$ cat config.mk
export PLATFORM = sky130hd
export DESIGN_NAME = rau_ctrl
export DESIGN_NICKNAME = d
export VERILOG_FILES = /design/src/hw/rtl/rau_pkg.sv /design/src/hw/rtl/rau_ctrl.sv
export SDC_FILE = /design/constraint.sdc
export NUM_CORES = 1
export LEC_CHECK = 0
export BUFFER_PORTS_ARGS = -buffer_cell sky130_fd_sc_hd__buf_2
export CAP_MARGIN = 20
export CORE_MARGIN = 1.5
export CORE_UTILIZATION = 50
export DETAILED_ROUTE_END_ITERATION = 6
export GPL_ROUTABILITY_DRIVEN = 0
export PLACE_DENSITY = 0.74
export SLEW_MARGIN = 15
export SYNTH_ARGS = -nofsm -noshare
export SYNTH_HDL_FRONTEND = slang
export SYNTH_SLANG_ARGS = --single-unit
$ cat constraint.sdc
create_clock -name clock -period 2.3 [get_ports clock]
set_input_delay 0.345 -clock clock [delete_from_list [all_inputs] [get_ports clock]]
set_output_delay 0.345 -clock clock [all_outputs]
set_load 0.03 [all_outputs]
$ cat src/hw/rtl/rau_pkg.sv
// types, codes and widths shared by the rational arithmetic unit
package rau_pkg;

   localparam int WIDTH  = 32;
   localparam int DWIDTH = 2 * WIDTH;
   localparam int GKW    = $clog2(DWIDTH);
   localparam int DCW    = $clog2(DWIDTH + 1);

   localparam logic [1:0] CMD_MUL = 2'd0;
   localparam logic [1:0] CMD_DIV = 2'd1;
   localparam logic [1:0] CMD_ADD = 2'd2;

   localparam logic [1:0] ST_OK       = 2'd0;
   localparam logic [1:0] ST_OVERFLOW = 2'd1;
   localparam logic [1:0] ST_ZERO_DEN = 2'd2;

   typedef struct packed {
      logic [1:0]              cmd;
      logic signed [WIDTH-1:0] num_a;
      logic signed [WIDTH-1:0] den_a;
      logic signed [WIDTH-1:0] num_b;
      logic signed [WIDTH-1:0] den_b;
   } req_type;

   typedef struct packed {
      logic signed [WIDTH-1:0] res_num;
      logic signed [WIDTH-1:0] res_den;
      logic [1:0]              status;
   } rsp_type;

   typedef enum logic [4:0] {
      DP_IDLE, DP_LOAD, DP_ZERO_DEN, DP_MUL_N, DP_MUL_T, DP_SUM, DP_MUL_D,
      DP_GCD_DEN, DP_GCD_RES, DP_GCD_STEP, DP_DIV_QA, DP_DIV_QB, DP_DIV_N,
      DP_DIV_D, DP_DIV_STEP, DP_PUT_QA, DP_PUT_QB, DP_PUT_N, DP_PUT_D, DP_FINISH
   } dp_op_type;

   typedef struct packed {
      logic is_add;
      logic den_zero;
      logic gcd_done;
      logic gcd_zero;
      logic div_done;
   } dp_status_type;

   typedef enum logic [4:0] {
      S_IDLE, S_CHECK, S_GCD_A, S_DIV_QA, S_LOAD_QB, S_DIV_QB, S_MUL_N, S_MUL_T,
      S_SUM, S_MUL_D, S_GCD_LOAD, S_GCD_R, S_DIV_N, S_LOAD_D, S_DIV_D, S_FIN,
      S_DONE
   } state_type;

endpackage

$ cat src/hw/rtl/rau_ctrl.sv
// sequencer for the rational arithmetic unit
module rau_ctrl import rau_pkg::*; (
   input  logic          clock,
   input  logic          reset,
   input  logic          start,
   input  dp_status_type dp_status,
   output dp_op_type     dp_op,
   output logic          busy,
   output logic          rsp_valid
);

   state_type state_ff, state_in;

   always_ff @(posedge clock) begin
      if (reset) begin
         state_ff <= S_IDLE;
      end else begin
         state_ff <= state_in;
      end
   end

   always_comb begin
      state_in = state_ff;
      dp_op    = DP_IDLE;
      unique case (state_ff)
         S_IDLE: begin
            if (start) begin
               dp_op    = DP_LOAD;
               state_in = S_CHECK;
            end
         end
         S_CHECK: begin
            if (dp_status.is_add) begin
               if (dp_status.den_zero) begin
                  dp_op    = DP_ZERO_DEN;
                  state_in = S_DONE;
               end else begin
                  dp_op    = DP_GCD_DEN;
                  state_in = S_GCD_A;
               end
            end else begin
               dp_op    = DP_MUL_N;
               state_in = S_MUL_D;
            end
         end
         S_GCD_A: begin
            if (dp_status.gcd_done) begin
               dp_op    = DP_DIV_QA;
               state_in = S_DIV_QA;
            end else begin
               dp_op = DP_GCD_STEP;
            end
         end
         S_DIV_QA: begin
            if (dp_status.div_done) begin
               dp_op    = DP_PUT_QA;
               state_in = S_LOAD_QB;
            end else begin
               dp_op = DP_DIV_STEP;
            end
         end
         S_LOAD_QB: begin
            dp_op    = DP_DIV_QB;
            state_in = S_DIV_QB;
         end
         S_DIV_QB: begin
            if (dp_status.div_done) begin
               dp_op    = DP_PUT_QB;
               state_in = S_MUL_N;
            end else begin
               dp_op = DP_DIV_STEP;
            end
         end
         S_MUL_N: begin
            dp_op    = DP_MUL_N;
            state_in = S_MUL_T;
         end
         S_MUL_T: begin
            dp_op    = DP_MUL_T;
            state_in = S_SUM;
         end
         S_SUM: begin
            dp_op    = DP_SUM;
            state_in = S_MUL_D;
         end
         S_MUL_D: begin
            dp_op    = DP_MUL_D;
            state_in = S_GCD_LOAD;
         end
         S_GCD_LOAD: begin
            dp_op    = DP_GCD_RES;
            state_in = S_GCD_R;
         end
         S_GCD_R: begin
            if (dp_status.gcd_done) begin
               // gcd of zero means 0/0, left unreduced
               if (dp_status.gcd_zero) begin
                  dp_op    = DP_FINISH;
                  state_in = S_DONE;
               end else begin
                  dp_op    = DP_DIV_N;
                  state_in = S_DIV_N;
               end
            end else begin
               dp_op = DP_GCD_STEP;
            end
         end
         S_DIV_N: begin
            if (dp_status.div_done) begin
               dp_op    = DP_PUT_N;
               state_in = S_LOAD_D;
            end else begin
               dp_op = DP_DIV_STEP;
            end
         end
         S_LOAD_D: begin
            dp_op    = DP_DIV_D;
            state_in = S_DIV_D;
         end
         S_DIV_D: begin
            if (dp_status.div_done) begin
               dp_op    = DP_PUT_D;
               state_in = S_FIN;
            end else begin
               dp_op = DP_DIV_STEP;
            end
         end
         S_FIN: begin
            dp_op    = DP_FINISH;
            state_in = S_DONE;
         end
         S_DONE: begin
            state_in = S_IDLE;
         end
         default: begin
            state_in = S_IDLE;
         end
      endcase
   end

   assign busy      = (state_ff != S_IDLE);
   assign rsp_valid = (state_ff == S_DONE);

endmodule

==> results.json, run 1 <==
{
  "io_buffers": 14,
  "maxSlewHeadroom": 0.6177,
  "worstSetupStartpointType": "flip-flop",
  "final_common_cell": "buf_2",
  "rr_worst_depth": 5,
  "skew_ns": 0.003533,
  "layout-drive-gt1-share": 0.2542,
  "cts-root-buf": "clkbuf_4",
  "dieArea_mm2": 0.001640,
  "grt_overflow": 0,
  "drt_first_pass_iters": 4,
  "maxCapViolCount": 0,
  "ff2ff_setup_slack_ns": 0.58,
  "syn-num-nets": 113,
  "crit_path_end_kind": "output port",
  "synth_top_cell_by_area": "dfxtp_1",
  "hold_path_depth": 2,
  "yosysSeqAreaShare": 0.1423,
  "worstPathArrival_ns": 1.74,
  "place_inst": 129,
  "mostFrequentLayoutCells": "buf_2 (14), a21oi_1 (10), o21ai_0 (9)",
  "worstSetupPathType": "reg -> out",
  "rows": 13,
  "cts_resized": 1,
  "numCtsBuffers": 3,
  "num_io_pins": 15,
  "grt.total_usage": 0.2893,
  "p_leak_nw": 0.3027,
  "min_path_type": "in -> reg",
  "drt_iter0_drc": 35,
  "power.density_mw_per_mm2": 655.6,
  "synth_top_area_share": 0.1423,
  "nets": 127,
  "grt_max_degree": 23,
  "post-route-min-period_ns": 2.087,
  "initial_core_util": 0.5404,
  "vias": 907,
  "antenna_left": 0,
  "final_cells": 133,
  "antenna_found_initial": 0,
  "utilization": 0.6288,
  "cp.required_ns": 1.96,
  "grt_pass1_wl_mm": 3.222,
  "die_w_um": 40.50,
  "synth_seq_cells": 5,
  "area_growth_pct": 16.37,
  "r2r_start": "state_ff[1]",
  "cts_tree": "built",
  "finalHoldViolCount": 0,
  "holdPathEnd": "state_ff[0]",
  "die_h_um": 40.50,
  "fin_area_um2": 818.3,
  "yosysWarnings": 0,
  "routedWlPerCell_um": 15.91,
  "drc": 0,
  "top_register": "state_ff",
  "period_share": 0.9075,
  "num_antenna_cells": 0,
  "grt_pass1_vias": 767,
  "clock_path_buffers": 2,
  "drv_slew": 0,
  "post_cts_buffers": 0,
  "largest_register_ffs": 5,
  "clk_pin_slew_ns": 0.04,
  "synth.avg_cell_area_um2": 6.697,
  "worstReg2RegEnd": "state_ff[1]",
  "min_from": "reset",
  "largestRegisters": "state_ff: 5 flops",
  "busiest_layer": "met2",
  "rsz0062_at_grt": "false",
  "ir_drop_mv": 0.2873,
  "fmax_ghz": 0.4791,
  "via_per_inst": 6.820,
  "crit_fanout": 19,
  "synthesis.area_um2": 703.2,
  "setup_viol": 0,
  "placed_cell_area_um2": 775.7,
  "cts.htree.levels": 1,
  "synth.distinct_cells": 42,
  "tns_ns": 0,
  "hpwl_mm": 1.543,
  "grtUsageMet2": 0.4683,
  "cts_num_sinks": 5,
  "syn_inst": 105,
  "tightest_slew_ns": 0.5682,
  "ctsHoldBuffers": 0,
  "synth.area.top_cells": "dfxtp_1 (14%), a21oi_1 (7.1%), o21ai_0 (6.4%)",
  "outcome": "completed",
  "worstSkewPairLatency_ns": 0.24,
  "core-area_mm2": 0.001301,
  "met1_usage": 0.3851,
  "drt-total-wl_mm": 2.116,
  "use_met3": 0.04444
}
[critical path: stages, from the launching register on]
cell and delay [ns]:
dfxtp_2 0.53, nand2b_1 0.19, nor4_1 0.37, nor2_1 0.10, o211ai_1 0.09, buf_2 0.22
[synth_stat cells, drive strengths merged]
| cell | number |
|---|---|
| dfxtp | 5 |
| a22o | 1 |
| a31oi | 3 |
| a211oi | 2 |
| nor4bb | 1 |
| o32ai | 2 |
| o31ai | 2 |
| nor3 | 3 |
| and2 | 2 |
| o32a | 1 |
| a21o | 1 |
| or4 | 4 |
| a21oi | 10 |
| o211ai | 1 |
| buf | 6 |
| nand2b | 5 |
| nor4 | 3 |
| o22ai | 1 |
| nand4 | 2 |
| xnor2 | 1 |
| a32oi | 1 |
| nand4b | 1 |
| nor2b | 3 |
| nand3 | 3 |
| a2111oi | 1 |
| inv | 5 |
| nor3b | 1 |
| mux2i | 1 |
| o21ai | 10 |
| xor2 | 1 |
| or3 | 1 |
| nor2 | 6 |
| nand2 | 7 |
| o311ai | 1 |
| a21boi | 1 |
| clkbuf | 4 |
| a221oi | 2 |
[where the power goes]
group	internal (mW)	leakage, nW	switching, mW
Sequential	0.0986	0.0424	0.0405
Clock	0.0655	0.0150	0.0343
Combinational	0.118	0.245	0.179
[worst max path at each step]
stage                      startpoint        to  slack (ns)  cells after the start
after global placement    state_ff[1]  dp_op[0]        0.26                      5
after global routing      state_ff[1]  dp_op[0]        0.05                      5
final                     state_ff[1]  dp_op[0]        0.21                      5
after floorplan           state_ff[2]  dp_op[2]        0.30                      5
after CTS                 state_ff[3]  dp_op[4]        0.02                      4
after detailed placement  state_ff[1]  dp_op[4]        0.25                      4
[final cells by class]
type                       instances  area (µm²)
fill                             126       483.0
inverter                           5       18.77
timing repair buffer              19       107.6
clock buffer                       4       26.28
tap                               15       18.77
multi-input combinational         85       541.8
sequential                         5       105.1
[cell families (layout without fill, tap and decap cells)]
group,count (synthesis),count (layout),synth area share
multiplexers,1,1,0.01424
buffers and inverters,15,28,0.1032
AND/OR/NAND/NOR,42,42,0.3399
AO/OA/AOI/OAI,40,40,0.3755
XOR/XNOR,2,2,0.02492
flip-flops,5,5,0.1424
[stage by stage]
| stage | total power [mW] | setup slack, ns | hold WS, ns |
|---|---|---|---|
| 6_report | 0.5364 | 0.2127 | 0.3193 |
| 5_1_grt | 0.5785 | 0.05201 | 0.3241 |
| 4_1_cts | 0.5298 | 0.02485 | 0.3191 |
| 3_5_place_dp | 0.4260 | 0.2485 | 0.5756 |
| 3_3_place_gp | 0.4219 | 0.2624 | 0.5690 |
| 2_1_floorplan | 0.3523 | 0.3034 | 0.4141 |
[per-layer routing]
layer	up-vias	share of wire
met5	-	0
met4	0	0.0066
met3	2	0.13
met2	60	0.47
met1	419	0.39
li1	426	-
Note: power is estimated with default switching activity, not from simulation.
==> inputs of run 2 (changes only) <==
CELL_PAD_IN_SITES_DETAIL_PLACEMENT = 1   (was not set)
CELL_PAD_IN_SITES_GLOBAL_PLACEMENT = 2   (was not set)
CORE_UTILIZATION = 30   (was 50)
PLACE_DENSITY = not set   (was 0.74)
PLACE_DENSITY_LB_ADDON = 0.1   (was not set)
==> results.json, run 2 (synthesized netlist as in run 1, its figures left out) <==
{
  "cts_tree": "built",
  "worstSkewPairLatency_ns": 0.24,
  "drt-total-wl_mm": 2.470,
  "fmax_ghz": 0.4610,
  "initial_core_util": 0.3179,
  "antenna_found_initial": 0,
  "routedWlPerCell_um": 16.47,
  "path_buf_inv": 2,
  "drv_slew": 0,
  "final_common_cell": "buf_2",
  "clk_pin_slew_ns": 0.05,
  "cts_num_sinks": 5,
  "finalHoldViolCount": 0,
  "power.density_mw_per_mm2": 645.7,
  "largestRegisters": "state_ff: 5 flops",
  "hpwl_mm": 1.831,
  "grt_max_degree": 23,
  "worstPathArrival_ns": 1.82,
  "clkPwrFrac": 0.180,
  "cts-root-buf": "clkbuf_4",
  "place_inst": 146,
  "dp_slack_ns": 0.3173,
  "vias": 880,
  "tns_ns": 0,
  "cp_slowest_cell": "dfxtp_1",
  "post-route-min-period_ns": 2.169,
  "via_per_inst": 5.867,
  "die_h_um": 51.42,
  "grtUsageMet2": 0.3419,
  "grt_pass1_vias": 867,
  "p_int_mw": 0.2982,
  "tightest_slew_ns": 0.5605,
  "crit_fanout": 10,
  "antenna_left": 0,
  "cp.required_ns": 1.96,
  "min_path_type": "in -> reg",
  "numCtsBuffers": 3,
  "p_comb_frac": 0.599,
  "crit_path_end_kind": "output port",
  "cp_top_family": "flip-flops",
  "num_antenna_cells": 0,
  "worstSetupPathType": "reg -> out",
  "grt_pass1_wl_mm": 4.015,
  "drc": 0,
  "crit_chain": "buf_4 -> a21oi_1 -> or4_1 -> o211ai_1 -> buf_2",
  "ir_drop_mv": 0.3902,
  "maxCapViolCount": 0,
  "top_register": "state_ff",
  "cts.htree.levels": 1,
  "outcome": "completed",
  "holdWs_ns": 0.3399,
  "busiest_layer": "met2",
  "maxSlewHeadroom": 0.6259,
  "setup_viol": 0,
  "drt_iter0_drc": 9,
  "largest_register_ffs": 5,
  "area_growth_pct": 25.27,
  "pwr-share-seq": 0.221,
  "dieArea_mm2": 0.002644,
  "p_switching_mw": 0.2705,
  "final_cells": 150,
  "die_w_um": 51.42,
  "use_met3": 0.03509,
  "worstSetupStartpointType": "flip-flop",
  "grt_overflow": 0,
  "layout-drive-gt1-share": 0.2705,
  "core-area_mm2": 0.002212,
  "drt_first_pass_iters": 3,
  "skew_ns": 0.0002044,
  "num_io_pins": 15,
  "rsz0062_at_grt": "false",
  "period_share": 0.9432,
  "grt.total_usage": 0.2024,
  "met1_usage": 0.2690,
  "io_buffers": 14,
  "p_sw_frac": 0.4756,
  "nets": 131,
  "clock_path_buffers": 2,
  "p_leak_nw": 0.3274,
  "rows": 17,
  "slowest_delay_ns": 0.52,
  "mostFrequentLayoutCells": "buf_2 (14), a21oi_1 (10), o21ai_0 (9)",
  "ctsHoldBuffers": 0,
  "setup_ws_ns": 0.1307
}
## run 2: changes by cell type in the layout (fill, tap and decap cells not counted), sizes merged
cell	before	now
clkinv	0	1
clkbuf	4	3
buf	19	23
## run 2: path summary, 6_finish.rpt
path	startpoint	end	slack [ns]	depth (start not counted)
max	state_ff[1]	dp_op[0]	0.13	5
min	reset	state_ff[0]	0.34	2
max reg2reg	state_ff[3]	state_ff[1]	0.43	6
min reg2reg	state_ff[0]	state_ff[0]	0.66	2
## run 2: per-layer routing
metal / wire [µm] / up-vias
li1: - / 432
met1: 1234 / 426
met2: 1141 / 18
met3: 66 / 4
met4: 27 / 0
met5: 0 / -
## run 2: worst reg2reg max path, stage by stage, from the launching register on
cell	delay [ns]
dfxtp_1	0.40
buf_12	0.20
nand2b_1	0.16
buf_4	0.17
or4_1	0.49
nand4_1	0.20
o32ai_1	0.10
## run 2: cell type report
class / count / area, µm²
well taps: 28 / 35.03
clock buffers: 3 / 22.52
multi-input cells: 85 / 548.0
clock inverters: 1 / 5.005
fillers: 301 / 1331
inverters: 5 / 18.77
flip-flops and latches: 5 / 101.3
repair buffers: 23 / 150.1
## run 2: through the flow
step,utilization,instance area [µm²],power (mW)
after floorplan,-,703.2,0.3523
after global placement,0.3773,834.6,0.4618
after detailed placement,0.3773,834.6,0.4617
after CTS,0.3897,862.1,0.5674
after global routing,0.3982,880.8,0.6132
final,0.3982,880.8,0.5687
## run 2: repair_timing
item	in CTS	in global routing
setup buffers	0	0
endpoints found under the hold margin	0	0
setup endpoints to repair	0	5
resized for setup	0	4
## run 2: power groups by stage
stage	clock [mW]	combinational, mW	sequential [mW]
2_1_floorplan	0	0.248	0.105
3_3_place_gp	0	0.335	0.126
3_5_place_dp	0	0.336	0.126
4_1_cts	0.106	0.337	0.124
5_1_grt	0.113	0.372	0.129
6_report	0.103	0.340	0.126
